## src/rtl/core/scfc_pkg.sv

```systemverilog
// Package for the sensor frame CRC checker: frame constants, CRC-8 step,
// byte-slot decode and the result struct passed from the frame core.
// No dependencies.
package scfc_pkg;

  localparam int unsigned ByteW    = 8;
  localparam int unsigned PosW     = 4;
  localparam int unsigned Co2W     = 32;
  localparam int unsigned TempW    = 16;
  localparam int unsigned StatusW  = 2;

  localparam logic [ByteW-1:0] CrcInit = 8'hFF;
  localparam logic [ByteW-1:0] CrcTop  = 8'h80;
  localparam logic [ByteW-1:0] CrcPoly = 8'h31;
  localparam logic [PosW-1:0]  FrameLast = 4'd8;

  localparam logic [StatusW-1:0] StatusOk = 2'd0;

  // Decoded role of one byte position within the frame.
  typedef struct packed {
    logic                is_check;  // CRC byte of a word
    logic                is_temp;   // byte of word three (data or check)
    logic [StatusW-1:0]  word_code; // 1..3, word this byte belongs to
  } slot_t;

  // Result candidate handed from the frame core to the result register.
  typedef struct packed {
    logic               done;
    logic [Co2W-1:0]    co2_ppm;
    logic [TempW-1:0]   temp_raw;
    logic [StatusW-1:0] status;
  } frame_res_t;

  // One byte through CRC-8, polynomial 0x31, MSB first.
  function automatic logic [ByteW-1:0] crc8_feed(input logic [ByteW-1:0] crc,
                                                 input logic [ByteW-1:0] b);
    logic [ByteW-1:0] v;
    v = crc ^ b;
    for (int k = 0; k < 8; k++) begin
      if ((v & CrcTop) != '0) begin
        v = (v << 1) ^ CrcPoly;
      end else begin
        v = v << 1;
      end
    end
    return v;
  endfunction

  // Position 0..8 to slot role; other codes are never used.
  function automatic slot_t slot_decode(input logic [PosW-1:0] pos);
    slot_t s;
    s = '{is_check: 1'b0, is_temp: 1'b0, word_code: 2'd1};
    unique case (pos)
      4'd0, 4'd1: s = '{is_check: 1'b0, is_temp: 1'b0, word_code: 2'd1};
      4'd2:       s = '{is_check: 1'b1, is_temp: 1'b0, word_code: 2'd1};
      4'd3, 4'd4: s = '{is_check: 1'b0, is_temp: 1'b0, word_code: 2'd2};
      4'd5:       s = '{is_check: 1'b1, is_temp: 1'b0, word_code: 2'd2};
      4'd6, 4'd7: s = '{is_check: 1'b0, is_temp: 1'b1, word_code: 2'd3};
      4'd8:       s = '{is_check: 1'b1, is_temp: 1'b1, word_code: 2'd3};
      default:    s = '{is_check: 1'b0, is_temp: 1'b0, word_code: 2'd1};
    endcase
    return s;
  endfunction

endpackage

```

## src/rtl/core/scfc_ifs.sv

```systemverilog
// Handshake channels of the sensor frame CRC checker: received byte
// requests in, frame result requests out. Uses scfc_pkg for widths.
interface scfc_rx_if;
  logic                         valid;
  logic                         ready;
  logic [scfc_pkg::ByteW-1:0]   rx_byte;
  logic                         frame_start;

  modport source (output valid, output rx_byte, output frame_start, input ready);
  modport sink   (input valid, input rx_byte, input frame_start, output ready);
endinterface

interface scfc_res_if;
  logic                          valid;
  logic                          ready;
  logic [scfc_pkg::Co2W-1:0]     co2_ppm;
  logic [scfc_pkg::TempW-1:0]    temp_raw;
  logic [scfc_pkg::StatusW-1:0]  status;

  modport source (output valid, output co2_ppm, output temp_raw, output status,
                  input ready);
  modport sink   (input valid, input co2_ppm, input temp_raw, input status,
                  output ready);
endinterface

```

## src/rtl/core/scfc_frame_core.sv

```systemverilog
// Frame state of the sensor frame CRC checker: byte position, running CRC,
// assembled words and first error. Depends on scfc_pkg.
module scfc_frame_core (
  input  logic                        clk_i,
  input  logic                        rst_ni,
  input  logic                        adv_i,
  input  logic [scfc_pkg::ByteW-1:0]  byte_i,
  input  logic                        start_i,
  output scfc_pkg::frame_res_t        res_o
);

  logic [scfc_pkg::PosW-1:0]    pos_q, pos_d, pos_eff;
  logic [scfc_pkg::ByteW-1:0]   crc_q, crc_d, crc_base;
  logic [scfc_pkg::Co2W-1:0]    acc_q, acc_d, acc_base;
  logic [scfc_pkg::TempW-1:0]   temp_q, temp_d, temp_base;
  logic [scfc_pkg::StatusW-1:0] err_q, err_d, err_base;
  logic                         frame_first;
  scfc_pkg::slot_t              slot;

  always_comb begin
    pos_eff     = (start_i || pos_q > scfc_pkg::FrameLast) ? '0 : pos_q;
    frame_first = (pos_eff == '0);
    crc_base    = frame_first ? scfc_pkg::CrcInit : crc_q;
    acc_base    = frame_first ? '0 : acc_q;
    temp_base   = frame_first ? '0 : temp_q;
    err_base    = frame_first ? scfc_pkg::StatusOk : err_q;
    slot        = scfc_pkg::slot_decode(pos_eff);

    crc_d  = crc_base;
    acc_d  = acc_base;
    temp_d = temp_base;
    err_d  = err_base;
    if (!slot.is_check) begin
      crc_d = scfc_pkg::crc8_feed(crc_base, byte_i);
      if (slot.is_temp) begin
        temp_d = {temp_base[scfc_pkg::TempW-scfc_pkg::ByteW-1:0], byte_i};
      end else begin
        acc_d = {acc_base[scfc_pkg::Co2W-scfc_pkg::ByteW-1:0], byte_i};
      end
    end else begin
      // keep only the first failing word
      if (crc_base != byte_i && err_base == scfc_pkg::StatusOk) begin
        err_d = slot.word_code;
      end
      crc_d = scfc_pkg::CrcInit;
    end

    pos_d = (pos_eff == scfc_pkg::FrameLast) ? '0 : pos_eff + 4'd1;

    res_o.done     = (pos_eff == scfc_pkg::FrameLast);
    res_o.co2_ppm  = acc_d;
    res_o.temp_raw = temp_d;
    res_o.status   = err_d;
  end

  always_ff @(posedge clk_i or negedge rst_ni) begin
    if (!rst_ni) begin
      pos_q  <= '0;
      crc_q  <= scfc_pkg::CrcInit;
      acc_q  <= '0;
      temp_q <= '0;
      err_q  <= scfc_pkg::StatusOk;
    end else if (adv_i) begin
      pos_q  <= pos_d;
      crc_q  <= crc_d;
      acc_q  <= acc_d;
      temp_q <= temp_d;
      err_q  <= err_d;
    end
  end

  a_pos_range: assert property (@(posedge clk_i) disable iff (!rst_ni)
    pos_q <= scfc_pkg::FrameLast)
    else $error("byte position beyond frame");

  a_start_restarts: assert property (@(posedge clk_i) disable iff (!rst_ni)
    adv_i && start_i |=> pos_q == 4'd1)
    else $error("start byte did not restart the frame");

  a_err_sticky: assert property (@(posedge clk_i) disable iff (!rst_ni)
    adv_i && !start_i && pos_q != '0 && pos_q != scfc_pkg::FrameLast
      && err_q != scfc_pkg::StatusOk |=> $stable(err_q))
    else $error("first error overwritten mid-frame");

endmodule

```

## src/rtl/core/sensor_frame_crc_checker_unit.sv

```systemverilog
// Top level of the sensor frame CRC checker: input register, frame core and
// result register. Depends on scfc_pkg, scfc_ifs and scfc_frame_core.
//
//   channel  dir  modport  payload                         handshake
//   rx_i     in   sink     rx_byte[7:0], frame_start       valid/ready
//   res_o    out  source   co2_ppm[31:0], temp_raw[15:0],  valid/ready
//                          status[1:0]
//
// Each byte request is held in the input register; the frame core
// updates its state from that register, and the ninth byte of a frame loads
// the result register on the same edge. One byte per cycle is taken
// sustained while no ninth byte is stalled by a pending result.
// Reset (rst_ni low, asynchronous) empties both registers and sets the
// position to zero and the CRC to 0xFF.
// A result waiting in the result register stalls only a ninth byte; the
// other eight bytes of the next frame keep flowing.
module sensor_frame_crc_checker_unit (
  input  logic             clk_i,
  input  logic             rst_ni,
  scfc_rx_if.sink          rx_i,
  scfc_res_if.source       res_o
);

  // input register
  logic                               in_valid_q, in_valid_d;
  logic [scfc_pkg::ByteW-1:0]         in_byte_q;
  logic                               in_start_q;

  // result register
  logic                               out_valid_q, out_valid_d;
  logic [scfc_pkg::Co2W-1:0]          out_co2_q;
  logic [scfc_pkg::TempW-1:0]         out_temp_q;
  logic [scfc_pkg::StatusW-1:0]       out_status_q;

  scfc_pkg::frame_res_t               core_res;
  logic                               adv;
  logic                               rx_take;
  logic                               res_load;

  scfc_frame_core u_core (
    .clk_i   (clk_i),
    .rst_ni  (rst_ni),
    .adv_i   (adv),
    .byte_i  (in_byte_q),
    .start_i (in_start_q),
    .res_o   (core_res)
  );

  always_comb begin
    // advance the held byte unless it finishes a frame while the result
    // register is still full and not being drained
    adv        = in_valid_q && (!core_res.done || !out_valid_q || res_o.ready);
    res_load   = adv && core_res.done;
    rx_i.ready = !in_valid_q || adv;
    rx_take    = rx_i.valid && rx_i.ready;

    in_valid_d = rx_take ? 1'b1 : (adv ? 1'b0 : in_valid_q);

    if (res_load) begin
      out_valid_d = 1'b1;
    end else if (res_o.ready) begin
      out_valid_d = 1'b0;
    end else begin
      out_valid_d = out_valid_q;
    end

    res_o.valid    = out_valid_q;
    res_o.co2_ppm  = out_co2_q;
    res_o.temp_raw = out_temp_q;
    res_o.status   = out_status_q;
  end

  always_ff @(posedge clk_i or negedge rst_ni) begin
    if (!rst_ni) begin
      in_valid_q  <= 1'b0;
      out_valid_q <= 1'b0;
    end else begin
      in_valid_q  <= in_valid_d;
      out_valid_q <= out_valid_d;
    end
  end

  // payload registers: hold unless loaded
  always_ff @(posedge clk_i) begin
    if (rx_take) begin
      in_byte_q  <= rx_i.rx_byte;
      in_start_q <= rx_i.frame_start;
    end
    if (res_load) begin
      out_co2_q    <= core_res.co2_ppm;
      out_temp_q   <= core_res.temp_raw;
      out_status_q <= core_res.status;
    end
  end

  a_no_overwrite: assert property (@(posedge clk_i) disable iff (!rst_ni)
    !(res_load && out_valid_q && !res_o.ready))
    else $error("pending result overwritten");

  a_empty_ready: assert property (@(posedge clk_i) disable iff (!rst_ni)
    !in_valid_q |-> rx_i.ready)
    else $error("empty input register refused a request");

  a_load_sets_valid: assert property (@(posedge clk_i) disable iff (!rst_ni)
    res_load |=> out_valid_q)
    else $error("finished frame lost");

endmodule

```

## src/flat_wrapper.sv

```systemverilog
// flat-port wrapper written by rule: the top's interface ports become plain ports
module sensor_frame_crc_checker_unit_flat 
  (clk_i, rst_ni, rx_i_valid, rx_i_rx_byte, rx_i_frame_start, rx_i_ready, res_o_valid, res_o_co2_ppm, res_o_temp_raw, res_o_status, res_o_ready);
  scfc_rx_if rx_i_i ();
  scfc_res_if res_o_i ();
  input  logic clk_i;
  input  logic rst_ni;
  input wire logic [$bits(rx_i_i.valid)-1:0] rx_i_valid;
  input wire logic [$bits(rx_i_i.rx_byte)-1:0] rx_i_rx_byte;
  input wire logic [$bits(rx_i_i.frame_start)-1:0] rx_i_frame_start;
  output wire logic [$bits(rx_i_i.ready)-1:0] rx_i_ready;
  output wire logic [$bits(res_o_i.valid)-1:0] res_o_valid;
  output wire logic [$bits(res_o_i.co2_ppm)-1:0] res_o_co2_ppm;
  output wire logic [$bits(res_o_i.temp_raw)-1:0] res_o_temp_raw;
  output wire logic [$bits(res_o_i.status)-1:0] res_o_status;
  input wire logic [$bits(res_o_i.ready)-1:0] res_o_ready;
  assign rx_i_i.valid = rx_i_valid;
  assign rx_i_i.rx_byte = rx_i_rx_byte;
  assign rx_i_i.frame_start = rx_i_frame_start;
  assign rx_i_ready = rx_i_i.ready;
  assign res_o_valid = res_o_i.valid;
  assign res_o_co2_ppm = res_o_i.co2_ppm;
  assign res_o_temp_raw = res_o_i.temp_raw;
  assign res_o_status = res_o_i.status;
  assign res_o_i.ready = res_o_ready;
  sensor_frame_crc_checker_unit u_core (.clk_i(clk_i), .rst_ni(rst_ni), .rx_i(rx_i_i), .res_o(res_o_i));
endmodule
```

## config.mk

```make
export PLATFORM = sky130hd
export DESIGN_NAME = sensor_frame_crc_checker_unit_flat
export DESIGN_NICKNAME = d
export VERILOG_FILES = /design/src/rtl/core/scfc_pkg.sv /design/src/rtl/core/scfc_ifs.sv /design/src/rtl/core/scfc_frame_core.sv /design/src/rtl/core/sensor_frame_crc_checker_unit.sv /design/src/flat_wrapper.sv
export SDC_FILE = /design/constraint.sdc
export NUM_CORES = 1
export LEC_CHECK = 0
export ABC_AREA = 1
export BUFFER_PORTS_ARGS = -buffer_cell sky130_fd_sc_hd__buf_2
export CAP_MARGIN = 20
export CORE_ASPECT_RATIO = 2
export CORE_MARGIN = 5
export CORE_UTILIZATION = 50
export DETAILED_ROUTE_END_ITERATION = 16
export PLACE_DENSITY_LB_ADDON = 0.05
export SETUP_SLACK_MARGIN = 0.05
export SYNTH_ARGS = -nofsm -noshare
export SYNTH_HDL_FRONTEND = slang
export SYNTH_SLANG_ARGS = --single-unit
```

## constraint.sdc

```tcl
create_clock -name clk_i -period 4.47 [get_ports clk_i]
set_clock_uncertainty 0.2 [all_clocks]
set_input_delay 0.6705 -clock clk_i [delete_from_list [all_inputs] [get_ports clk_i]]
set_output_delay 0.6705 -clock clk_i [all_outputs]
set_load 0.01 [all_outputs]
```

==> results.md <==
* Mapped Nets at 650
* Hold buffer count at cts at 0
* Total power at 0.003310 W
* Setup_tns at 0 ps
* RSZ-0062 raised after global routing: no
* FMAX at 286.6 MHz
* Max Cap Viol at 0
* Critical Path RT at 4620 ps
* Mapped Avg Cell Area at 9.010 sq um
* Post-DP HPWL at 8546 um
* Wire per inst at 14.85 um
* CP top delay family: simple AND/OR/NAND/NOR gates
* Non-filler cells, final at 850
* Status: finished, final reports clean
* Die X-Extent at 85.40 um
* N_diodes at 0
* Layout Nets at 714
* Final worst-path cycle share at 78.05%
* Number of port buffers at 64
* Post-CTS Resized at 0
* Max incr delay on CP at 570 ps
* ANT nets after route at 0
* Gpl congestion at 0.8447
* Initial antenna violation count at 0
* Endpoint class of the critical path: register
* Crit Path Max Fanout at 42
* Minimum clock period at 3489 ps
* Pre-antenna DRT Iters at 5
* DP Cell Count at 815
* GRT Overall Usage at 19.51%
* Slew Limit Fails at 0
* Leak at 3.071 nW
* Vias in the first global route at 4211
* Setup crit start kind: register
* Normalized max-slew margin at 47.84%
* Core area at 0.01122 sq mm
* Hold crit path type: in2reg
* Clock Pin Slew Worst Setup and Hold Paths at 50 ps
* Crit Path Class: reg2reg
* Flops & latches, synth at 123
* Area of the multi-input gates at 0.001928 sq mm
* Root Driver: clkbuf_16
* Final-report setup violation count at 0
* Core Util, Final at 60.31%
* # rows at 55
* IO Count at 65
* Area grow syn2layout at 18.99%
* Cell area after synthesis at 0.005685 sq mm
* Setup bufs post-CTS at 0
* Synth warnings at 0
* Final setup margin at 981.0 ps
* Clk sink count at 123
* Pwr Density at 489.3 mW/mm^2
* Syn Inst Count at 631
* Slew @ Worst Pin at 779.7 ps
* Drt total wl at 12620 um
* H-tree levels at 4
* CP Buf/Inv Count at 4
* Largest net degree at the start of global routing at 78
* CTS Buf Count at 17
* Vias after detailed routing at 4406
* TritonCTS clock tree: done
* DRC viols at 0
* Most common cell on crit path: nand2_1
* Clock Path Buffers at 2
* Vias per std cell at 5.184
* Dpl ws at 1060 ps
* Seq/Total Area, Yosys at 59.51%
* Ratio of cells with drive above 1 in the final layout at 19.35%
* Unique masters post-synth at 32
* Final Hold Fails at 0
* Critical path cell sequence: nor2_1, nand2_1, a21oi_1, inv_1, nor2_1, inv_1, ha_1, nand2_1, inv_1, nand2_2, nand2_1, nand2_1, nand2_1, nand2_1, nand2_1, nand2_1, nand2_1, nand2_1, o21ai_0, inv_1
* Total congestion overflow at 0
* Reg area at 0.003383 sq mm
* Starting Density at 50.69%
* First-pass GRT wire length at 20710 um
* Peak VDD IR at 309.7 uV
* Clk_lat worst skew at 410 ps
* Fill count at 969
* DR iter-0 viols at 236
* Critical path's slowest cell: nand2_2
* Crit path DAT at 3640 ps
* Die ar. at 0.01373 sq mm
* Die Y at 160.8 um
==> cells by family (layout without fill, tap and decap cells) <==
kind of cell / count (synthesis) / count (layout) / synth area share [%]
xor gates and xnor gates: 1 / 1 / 0.1541
adders and majority gates: 6 / 6 / 1.320
and+or+nand+nor: 332 / 332 / 24.01
DFF: 123 / 123 / 59.51
buffers and inverters: 93 / 170 / 6.888
AOI/OAI and AO/OA: 76 / 76 / 8.121
==> cell type report <==
cell class	instances	share of cell area [%]
Timing Repair Buffer	73	6.140
Tap cell	142	2.626
Inverter	65	3.606
Sequential cell	123	50.01
Clock buffer	20	6.603
Clock inverter	12	2.515
Multi-Input combinational cell	415	28.50
==> synthesized netlist by cell type <==
master,number,area [sq um]
nand3b_1,1,7.510
nor2_1,19,71.32
o21ai_2,12,105.1
nand4_2,1,12.51
xnor2_1,1,8.760
o31ai_2,1,12.51
edfxtp_1,59,1772
buf_2,10,50.05
nor2_4,2,22.52
buf_4,6,45.04
nand2_1,249,934.7
nand3_1,54,270.3
o21ai_0,20,100.1
buf_6,1,11.26
o211ai_2,1,12.51
a21oi_1,2,10.01
nand2_4,1,11.26
nor2_2,1,6.260
dfstp_2,8,210.2
o21ai_1,30,150.1
nand4_1,1,6.260
or2_0,1,6.260
a31oi_1,1,6.260
dfrtp_1,56,1401
ha_1,6,75.07
o22ai_1,2,12.51
o31ai_1,7,52.55
inv_2,6,22.52
nand3_2,1,10.01
nand2b_1,1,6.260
clkbuf_1,11,41.29
inv_1,59,221.5
==> where the power goes <==
group          internal [W]  switching [W]
registers           0.00130      0.0000483
clock network      0.000943       0.000480
logic              0.000150       0.000385
total               0.00240       0.000913
==> cells in the final DEF, fill, tap and decap left out, drive strengths merged, types with 20 or more instances in the layout <==
cell,n
clkbuf,20
dfrtp,56
inv,66
o21ai,62
nand3,55
buf,72
nand2,250
edfxtp,59
nor2,22
==> state kept, by name, indices dropped and copies added (netlist names) <==
name / count
u_core.res_o.co2_ppm: 32
u_core.u_core.acc_q: 32
u_core.res_o.temp_raw: 16
u_core.u_core.temp_q: 16
u_core.in_byte_q: 8
u_core.u_core.crc_q: 8
u_core.u_core.pos_q: 4
u_core.res_o.status: 2
u_core.u_core.err_q: 2
u_core.in_start_q: 1
u_core.in_valid_q: 1
u_core.res_o.valid: 1
==> metrics by stage <==
stage                     hold WS, ps  area (sq um)
after detailed placement        265.1          6098
after global routing            220.2          6765
final                           230.6          6765
after floorplan                 174.9          5685
after global placement          262.0          6098
after CTS                       213.0          6715
==> metal layers <==
metal,GRT usage (%),share of wire (%),vias to the layer above,routed length [um]
li1,-,-,2177,-
met5,0,0,-,0
met2,34.88,55,111,6982
met4,7.709,1.7,0,212
met3,4.671,4.0,14,499
met1,21.91,39,2104,4928
==> worst paths after layout <==
check / to / cells past startpoint / slack, ps / startpoint
min in group asynchronous: u_core.u_core.acc_q[16]$_DFFE_PN0P_ / 2 / 480 / rst_ni
worst min-delay path: u_core.in_byte_q[2]$_DFFE_PP_ / 1 / 230 / rx_i_rx_byte[2]
worst max-delay path: u_core.u_core.crc_q[3]$_DFFE_PN1P_ / 20 / 980 / u_core.u_core.pos_q[2]$_DFFE_PN0P_
worst min register to register: u_core.u_core.acc_q[0]$_DFFE_PN0P_ / 2 / 280 / u_core.u_core.acc_q[0]$_DFFE_PN0P_
max in group asynchronous: u_core.u_core.acc_q[30]$_DFFE_PN0P_ / 4 / 2750 / rst_ni
worst max register to register: u_core.u_core.crc_q[3]$_DFFE_PN1P_ / 20 / 980 / u_core.u_core.pos_q[2]$_DFFE_PN0P_
(Power assumes the default switching activity.)
